$ cat config.mk
export PLATFORM = sky130hd
export DESIGN_NAME = three_stacks_shared_memory
export DESIGN_NICKNAME = d
export VERILOG_FILES = /design/src/design/tssm_pkg.sv /design/src/design/three_stacks_shared_memory.sv /design/src/design/tssm_ram.sv
export VERILOG_INCLUDE_DIRS = /design/src /design/src/design
export SDC_FILE = /design/constraint.sdc
export NUM_CORES = 2
export LEC_CHECK = 0
export ABC_AREA = 0
export BUFFER_PORTS_ARGS = -buffer_cell sky130_fd_sc_hd__buf_2
export CORE_MARGIN = 4
export CORE_UTILIZATION = 50
export DETAILED_ROUTE_END_ITERATION = 8
export GPL_TIMING_DRIVEN = 0
export HOLD_SLACK_MARGIN = 0.02
export PLACE_DENSITY = 0.65
export SLEW_MARGIN = 20
export SYNTH_ARGS = -nofsm -noshare
export SYNTH_HDL_FRONTEND = slang
export SYNTH_SLANG_ARGS = --single-unit
$ cat constraint.sdc
create_clock -name i_clk -period 10.5 [get_ports i_clk]
set_input_delay 1.05 -clock i_clk [delete_from_list [all_inputs] [get_ports i_clk]]
set_output_delay 1.05 -clock i_clk [all_outputs]
set_load 0.005 [all_outputs]
$ cat src/design/three_stacks_shared_memory_macros.svh
// Assertion macros for the three-stack block.
`ifndef THREE_STACKS_SHARED_MEMORY_MACROS_SVH
`define THREE_STACKS_SHARED_MEMORY_MACROS_SVH
`ifndef ASSERT_OFF
`define TSSM_ASSERT(lbl, clk, rst_n, prop, msg) \
    lbl: assert property (@(posedge clk) disable iff (!rst_n) prop) else $error(msg);
`define TSSM_ASSERT_NEXT(lbl, clk, rst_n, ante, cons, msg) \
    lbl: assert property (@(posedge clk) disable iff (!rst_n) ante |=> cons) else $error(msg);
`else
`define TSSM_ASSERT(lbl, clk, rst_n, prop, msg)
`define TSSM_ASSERT_NEXT(lbl, clk, rst_n, ante, cons, msg)
`endif
`endif

$ cat src/design/tssm_pkg.sv
`timescale 1ns / 1ps
package tssm_pkg;

    localparam int unsigned DATA_W = 32;

    localparam logic       OP_PUSH = 1'b0;
    localparam logic       OP_POP  = 1'b1;

    localparam logic [1:0] SEL_A = 2'd0;
    localparam logic [1:0] SEL_B = 2'd1;
    localparam logic [1:0] SEL_C = 2'd2;

    typedef enum logic [1:0] {
        ST_OK    = 2'd0,
        ST_FULL  = 2'd1,
        ST_EMPTY = 2'd2
    } t_status;

endpackage

$ cat src/design/three_stacks_shared_memory.sv
`timescale 1ns / 1ps
// Channel  | Dir | tdata               | tuser
// s_axis   | in  | [31:0] push_value   | [0] opcode, [2:1] stack_sel
// m_axis   | out | [31:0] pop_value    | [1:0] status
//
// Push without a window move, push that reports full, pop that reports
// empty: result registered in the cycle after the transaction; a new one
// every cycle while results are taken. Pop: memory read registered, then the
// result in S_POPRD. Push that moves stack C's window: one read/write per moved entry.
// Reset (i_rst_n low, synchronous) empties all three stacks; memory keeps data.
// Input is held off while the result register holds an untaken result.
module three_stacks_shared_memory #(
    parameter int DEPTH = 64
) (
    input  logic                               i_clk,
    input  logic                               i_rst_n,
    input  logic                               i_s_axis_tvalid,
    output logic                               o_s_axis_tready,
    input  logic signed [tssm_pkg::DATA_W-1:0] i_s_axis_tdata,  // [31:0] push_value
    input  logic [2:0]                         i_s_axis_tuser,  // [0] opcode, [2:1] stack_sel
    output logic                               o_m_axis_tvalid,
    input  logic                               i_m_axis_tready,
    output logic signed [tssm_pkg::DATA_W-1:0] o_m_axis_tdata,  // [31:0] pop_value
    output logic [1:0]                         o_m_axis_tuser   // [1:0] status
);

`include "three_stacks_shared_memory_macros.svh"

    localparam int AW = (DEPTH > 1) ? $clog2(DEPTH) : 1;
    localparam int PW = $clog2(DEPTH + 1);
    localparam logic [PW-1:0] P_ONE   = PW'(1);
    localparam logic [PW-1:0] P_ZERO  = PW'(0);
    localparam logic [PW-1:0] P_DEPTH = PW'(DEPTH);
    localparam logic [PW-1:0] P_MID   = PW'(DEPTH / 2);
    localparam logic [AW-1:0] A_ONE   = AW'(1);

    typedef enum logic [1:0] {
        S_IDLE,
        S_POPRD,
        S_MOVE
    } t_state;

    t_state                      r_state, n_state;
    logic [PW-1:0]               r_low, n_low;
    logic [PW-1:0]               r_start, n_start;
    logic [PW-1:0]               r_end, n_end;
    logic [PW-1:0]               r_hb, n_hb;      // high_top + 1
    logic [PW-1:0]               r_cnt, n_cnt;
    logic [AW-1:0]               r_src, n_src;
    logic [AW-1:0]               r_dst, n_dst;
    logic                        r_pend, n_pend;
    logic                        r_up, n_up;
    logic [1:0]                  r_sel, n_sel;
    logic [tssm_pkg::DATA_W-1:0] r_val, n_val;
    logic                        r_out_valid, n_out_valid;
    logic [tssm_pkg::DATA_W-1:0] r_out_pop, n_out_pop;
    tssm_pkg::t_status           r_out_status, n_out_status;

    logic                        ram_we;
    logic [AW-1:0]               ram_waddr;
    logic [tssm_pkg::DATA_W-1:0] ram_wdata;
    logic [AW-1:0]               ram_raddr;
    logic [tssm_pkg::DATA_W-1:0] ram_rdata;

    logic                        in_acc;
    logic                        in_op;
    logic [1:0]                  in_sel;
    logic                        low_room;
    logic                        high_room;
    logic [PW-1:0]               low_m1;
    logic [PW-1:0]               end_m1;
    logic [PW-1:0]               hb_m1;
    logic                        start_move;

    assign o_s_axis_tready = (r_state == S_IDLE) && (!r_out_valid || i_m_axis_tready);
    assign in_acc          = i_s_axis_tvalid && o_s_axis_tready;
    assign in_op           = i_s_axis_tuser[0];
    assign in_sel          = i_s_axis_tuser[2:1];
    assign low_room        = r_low < r_start;
    assign high_room       = r_end < r_hb;
    assign low_m1          = r_low - P_ONE;
    assign end_m1          = r_end - P_ONE;
    assign hb_m1           = r_hb - P_ONE;

    assign o_m_axis_tvalid = r_out_valid;
    assign o_m_axis_tdata  = r_out_pop;
    assign o_m_axis_tuser  = r_out_status;

    tssm_ram #(
        .DEPTH (DEPTH),
        .AW    (AW)
    ) u_ram (
        .i_clk   (i_clk),
        .i_we    (ram_we),
        .i_waddr (ram_waddr),
        .i_wdata (ram_wdata),
        .i_raddr (ram_raddr),
        .o_rdata (ram_rdata)
    );

    always_comb begin
        n_state      = r_state;
        n_low        = r_low;
        n_start      = r_start;
        n_end        = r_end;
        n_hb         = r_hb;
        n_cnt        = r_cnt;
        n_src        = r_src;
        n_dst        = r_dst;
        n_pend       = 1'b0;
        n_up         = r_up;
        n_sel        = r_sel;
        n_val        = r_val;
        n_out_valid  = r_out_valid && !i_m_axis_tready;
        n_out_pop    = r_out_pop;
        n_out_status = r_out_status;
        ram_we       = 1'b0;
        ram_waddr    = r_low[AW-1:0];
        ram_wdata    = i_s_axis_tdata;
        ram_raddr    = r_src;
        start_move   = 1'b0;

        unique case (r_state)
            S_IDLE: begin
                if (in_acc) begin
                    n_out_pop    = '0;
                    n_out_status = tssm_pkg::ST_OK;
                    n_out_valid  = 1'b1;
                    if (in_op == tssm_pkg::OP_PUSH) begin
                        priority if (in_sel == tssm_pkg::SEL_A) begin
                            if (low_room) begin
                                ram_we    = 1'b1;
                                ram_waddr = r_low[AW-1:0];
                                n_low     = r_low + P_ONE;
                            end else if (high_room) begin
                                start_move = 1'b1;
                            end else begin
                                n_out_status = tssm_pkg::ST_FULL;
                            end
                        end else if (in_sel == tssm_pkg::SEL_B) begin
                            if (high_room) begin
                                ram_we    = 1'b1;
                                ram_waddr = hb_m1[AW-1:0];
                                n_hb      = hb_m1;
                            end else if (low_room) begin
                                start_move = 1'b1;
                            end else begin
                                n_out_status = tssm_pkg::ST_FULL;
                            end
                        end else if (in_sel == tssm_pkg::SEL_C) begin
                            if (high_room) begin
                                ram_we    = 1'b1;
                                ram_waddr = r_end[AW-1:0];
                                n_end     = r_end + P_ONE;
                            end else if (low_room) begin
                                start_move = 1'b1;
                            end else begin
                                n_out_status = tssm_pkg::ST_FULL;
                            end
                        end else begin
                            n_out_status = tssm_pkg::ST_FULL;
                        end
                    end else begin
                        priority if (in_sel == tssm_pkg::SEL_A && r_low != P_ZERO) begin
                            ram_raddr   = low_m1[AW-1:0];
                            n_low       = low_m1;
                            n_out_valid = 1'b0;
                            n_state     = S_POPRD;
                        end else if (in_sel == tssm_pkg::SEL_B && r_hb != P_DEPTH) begin
                            ram_raddr   = r_hb[AW-1:0];
                            n_hb        = r_hb + P_ONE;
                            n_out_valid = 1'b0;
                            n_state     = S_POPRD;
                        end else if (in_sel == tssm_pkg::SEL_C && r_end != r_start) begin
                            ram_raddr   = end_m1[AW-1:0];
                            n_end       = end_m1;
                            n_out_valid = 1'b0;
                            n_state     = S_POPRD;
                        end else begin
                            n_out_status = tssm_pkg::ST_EMPTY;
                        end
                    end
                    if (start_move) begin
                        n_out_valid = 1'b0;
                        n_state     = S_MOVE;
                        n_sel       = in_sel;
                        n_val       = i_s_axis_tdata;
                        n_up        = (in_sel == tssm_pkg::SEL_A);
                        n_cnt       = r_end - r_start;
                        n_src       = (in_sel == tssm_pkg::SEL_A) ? end_m1[AW-1:0]
                                                                : r_start[AW-1:0];
                    end
                end
            end
            S_POPRD: begin
                n_out_valid  = 1'b1;
                n_out_pop    = ram_rdata;
                n_out_status = tssm_pkg::ST_OK;
                n_state      = S_IDLE;
            end
            S_MOVE: begin
                ram_raddr = r_src;
                ram_we    = r_pend;
                ram_waddr = r_dst;
                ram_wdata = ram_rdata;
                if (r_cnt != P_ZERO) begin
                    n_pend = 1'b1;
                    n_cnt  = r_cnt - P_ONE;
                    n_dst  = r_up ? (r_src + A_ONE) : (r_src - A_ONE);
                    n_src  = r_up ? (r_src - A_ONE) : (r_src + A_ONE);
                end else if (!r_pend) begin
                    ram_we       = 1'b1;
                    ram_wdata    = r_val;
                    n_out_valid  = 1'b1;
                    n_out_pop    = '0;
                    n_out_status = tssm_pkg::ST_OK;
                    n_state      = S_IDLE;
                    priority if (r_sel == tssm_pkg::SEL_A) begin
                        ram_waddr = r_low[AW-1:0];
                        n_low     = r_low + P_ONE;
                        n_start   = r_start + P_ONE;
                        n_end     = r_end + P_ONE;
                    end else if (r_sel == tssm_pkg::SEL_B) begin
                        ram_waddr = hb_m1[AW-1:0];
                        n_hb      = hb_m1;
                        n_start   = r_start - P_ONE;
                        n_end     = end_m1;
                    end else begin
                        ram_waddr = end_m1[AW-1:0];
                        n_start   = r_start - P_ONE;
                    end
                end
            end
            default: begin
                n_state = S_IDLE;
            end
        endcase
    end

    always_ff @(posedge i_clk) begin
        if (!i_rst_n) begin
            r_state     <= S_IDLE;
            r_low       <= P_ZERO;
            r_start     <= P_MID;
            r_end       <= P_MID;
            r_hb        <= P_DEPTH;
            r_cnt       <= P_ZERO;
            r_pend      <= 1'b0;
            r_out_valid <= 1'b0;
        end else begin
            r_state     <= n_state;
            r_low       <= n_low;
            r_start     <= n_start;
            r_end       <= n_end;
            r_hb        <= n_hb;
            r_cnt       <= n_cnt;
            r_pend      <= n_pend;
            r_out_valid <= n_out_valid;
        end
        r_src        <= n_src;
        r_dst        <= n_dst;
        r_up         <= n_up;
        r_sel        <= n_sel;
        r_val        <= n_val;
        r_out_pop    <= n_out_pop;
        r_out_status <= n_out_status;
    end

    `TSSM_ASSERT(a_order, i_clk, i_rst_n, r_low <= r_start && r_start <= r_end && r_end <= r_hb && r_hb <= P_DEPTH, "stack bounds out of order")
    `TSSM_ASSERT(a_move_out_empty, i_clk, i_rst_n, r_state == S_MOVE |-> !r_out_valid, "result pending during window move")
    `TSSM_ASSERT_NEXT(a_pop_result, i_clk, i_rst_n, r_state == S_POPRD, r_out_valid && r_out_status == tssm_pkg::ST_OK, "pop read gave no result")
    `TSSM_ASSERT(a_zero_on_fail, i_clk, i_rst_n, r_out_valid && r_out_status != tssm_pkg::ST_OK |-> r_out_pop == '0, "nonzero data on failed transaction")

endmodule

$ cat src/design/tssm_ram.sv
`timescale 1ns / 1ps
module tssm_ram #(
    parameter int DEPTH = 64,
    parameter int AW    = 6
) (
    input  logic                              i_clk,
    input  logic                              i_we,
    input  logic [AW-1:0]                     i_waddr,
    input  logic [tssm_pkg::DATA_W-1:0]       i_wdata,
    input  logic [AW-1:0]                     i_raddr,
    output logic [tssm_pkg::DATA_W-1:0]       o_rdata
);

    logic [tssm_pkg::DATA_W-1:0] r_mem [DEPTH];
    logic [tssm_pkg::DATA_W-1:0] r_rdata;

    always_ff @(posedge i_clk) begin
        if (i_we) begin
            r_mem[i_waddr] <= i_wdata;
        end
        r_rdata <= r_mem[i_raddr];
    end

    assign o_rdata = r_rdata;

endmodule
==> summary.txt <==
Timing
  – Fin. Hold Viols: 0
  – Endpoints failing setup: 0
  – Max Transition Viols Final: 0
  – Crit share post-route: 0.702
  – Final setup TNS: 0 ps
  – Clk_skew: 32.5 ps
  – Worst hold slack: 413 ps
  – Post-layout min period: 7370 ps
  – Slew HR: 0.154
  – RSZ-0062 raised after global routing: false
  – Slew @ Worst Pin: 1270 ps
  – Fmax: 0.136 GHz

GRT
  – First-pass GRT wire length: 396 mm
  – Gr ovfl total: 0
  – Initial antenna violation count: 29
  – Vias in the first global route: 54300
  – Largest net degree at the start of global routing: 32
  – Tot GR Track Use: 0.309

Floorplan
  – Die area: 182000 um2
  – Chip width: 426 um
  – Core ar.: 174000 um2
  – IO Count: 75
  – Cell row count: 153
  – Initial Util: 0.503
  – Die Y-Extent: 426 um

Clocking
  – Root buf cell: clkbuf_16
  – # hold bufs at CTS: 0
  – Worst-Skew Late Latency: 850 ps
  – Cells resized by post-CTS repair: 0
  – H-tree level count: 4
  – Clock tree from TritonCTS: done
  – Num CTS Buffers: 213
  – CTS max path bufs: 3
  – Clock transition at the registers of the reported paths: 60 ps
  – CTS Sinks: 2200
  – Number of setup buffers added after CTS: 0

Synth
  – Syn Area/Cell: 14.1 um2
  – Syn_nets: 6299
  – Cell count after synthesis: 6223
  – Seq/Total Area, Yosys: 0.747
  – Synth Cell Area: 87500 um2
  – Post-synth top area share: 0.730
  – Post-synth EDFFs: 2129
  – Flop and latch count out of synthesis: 2200
  – Yosys cell types: 66
  – Count leader, synth: edfxtp_1
  – Synth area leaders: edfxtp_1 73%, mux2i_1 5.9%, nand2_1 5.0%
  – Main synth FF type: edfxtp_1
  – Synth warnings: 0
  – Cell accounting for the most synthesized area: edfxtp_1
  – Post-synthesis async set-or-reset flop share: 0
  – Post-synth top cells: 2129 x edfxtp_1, 1169 x nand2_1, 786 x nand3_1

Critical path
  – CP endpoint kind: register
  – Crit path max-delay family: compound AO/OA/AOI/OAI gates
  – CP Launch Point: r_end[0]
  – Crit path cell chain: clkbuf_1 > inv_1 > ha_1 > nand4_1 > o31a_1 > a222oi_1 > a2bb2oi_1 > nor2_1 > nand2_1 > buf_2 > buf_1 > o22ai_1 > o21ai_0 > nand4_1 > or3_1
  – Worst Path Required: 11190 ps
  – CP max stage delay: 890 ps
  – Setup Crit Path Kind: reg -> reg
  – Slowest-stage cell, CP: o21ai_0
  – Worst-path fanout max: 10
  – Critical path buffer and inverter count: 4
  – Most used cell along the critical path: nand4_1
  – Worst r2r src: r_end[0]
  – Crit path DAT: 8060 ps
  – Critical path startpoint category: register

Flow run
  – MaxCap Viol Count: 0

Drt
  – Top routing layer used: met5
  – DRT iter0 DRCs: 8184
  – ANT nets after route: 0
  – Total iterations of the first detailed-routing run: 8
  – Detailed Route WL: 285 mm
  – Met3 wire len: 31.9 mm
  – Wire length on met2: 130 mm
  – Wire length per cell: 30.8 um
  – Metal1 wirelength: 104 mm
  – Drt drc: 0
  – Vias per cell: 6.20
  – Vias: 57200

Pwr
  – Total leakage power: 35.5 nW
  – PD cells: 186 nW/um2
  – Worst IR drop on VDD: 0.144 mV

Placement
  – GP Congestion: 0.968
  – Hpwl dp: 203 mm
  – I/O Buffers: 74

Finish
  – Nets@finish: 6781
  – Area Growth Syn to Fin: 18.0%
  – Fraction of layout cells with a size suffix above 1: 0.118

Hold path
  – Min-delay worst type: in -> reg
  – Hold Startpoint: i_s_axis_tdata[21]

Outcome
  – Status: complete, no violations
-- cell type report --
cell class	count	area, um2
antenna	26	65.1
buffer	386	1660
clock buffer	276	5670
clock inverter	119	991
fill	13200	70700
inverter	33	124
multi-input combinational	3604	21400
sequential	2200	65400
tap	2325	2910
timing repair buffer	267	5120
-- registers in the layout, indices dropped and copies added, names as in the netlist --
name / cells
r_dst: 6
r_start: 7
r_hb: 7
r_up: 1
r_val: 32
u_ram.r_mem: 2048
o_m_axis_tuser: 2
r_src: 6
r_end: 7
r_pend: 1
r_low: 7
r_sel: 2
o_m_axis_tvalid: 1
o_m_axis_tdata: 32
u_ram.o_rdata: 32
r_state: 2
r_cnt: 7
-- where the power goes --
| part | internal [mW] | total [mW] | switching (mW) | leakage [nW] |
|---|---|---|---|---|
| clock | 4.15 | 7.41 | 3.27 | 3.26 |
| sequential | 9.71 | 9.75 | 0.0362 | 19.8 |
| combinational | 0.591 | 2.03 | 1.44 | 12.5 |
| total | 14.4 | 19.2 | 4.74 | 35.5 |
-- cells by family (layout without fill, tap and decap cells) --
group           Yosys count  in the layout  synth area share
simple gates           2389           2389             0.121
flops                  2200           2200             0.747
compound gates          613            613            0.0428
mux                     520            520            0.0595
buf+inv                 419           1081            0.0202
xor+xnor                 45             45           0.00450
fa+ha+maj                37             37           0.00546
other cells               0             26                 0
-- through the flow --
step                total power [mW]  setup WS, ps  utilization  cell area, um2  cells
floorplan                       10.9          5450            -           87500   6223
global placement                11.8           637        0.522           90800   8622
detailed placement              11.9          3270        0.555           96600   8815
CTS                             19.2          3250        0.593          103000   9210
global route                    19.7          3100        0.593          103000   9227
finish                          19.2          3130        0.594          103000   9236
-- path summary, 6_finish.rpt --
check	cells after the start	endpoint	slack [ps]
max reg2reg	15	u_ram.o_rdata[18]	3130
min	1	r_val[21]	410
min reg2reg	2	r_cnt[1]	520
max	15	u_ram.o_rdata[18]	3130
-- cell usage in the layout, fill, tap and decap left out, drive strengths merged, types with 13 or more instances in the layout --
cell type,synthesis,routed
nor2b,16,16
o22ai,260,260
a211oi,13,13
inv,33,42
edfxtp,2129,2129
clkbuf,223,499
nand3,786,786
diode,0,26
bufinv,0,14
ha,35,35
xor2,13,13
and2,38,38
a21o,15,15
dfxtp,71,71
nand2,1169,1169
buf,163,430
nor3,26,26
or3,42,42
a21oi,53,53
o21ai,172,172
nand4,102,102
clkinv,0,92
nor2,179,179
mux2i,520,520
o211ai,13,13
xnor2,32,32
nand2b,13,13
a31oi,38,38
-- metal layers --
layer / vias up / track usage
met2: 3512 / 0.479
met1: 28600 / 0.402
li1: 24400 / -
met3: 634 / 0.0752
met4: 12 / 0.170
met5: - / 0
Power figures use the tool's default switching activity.
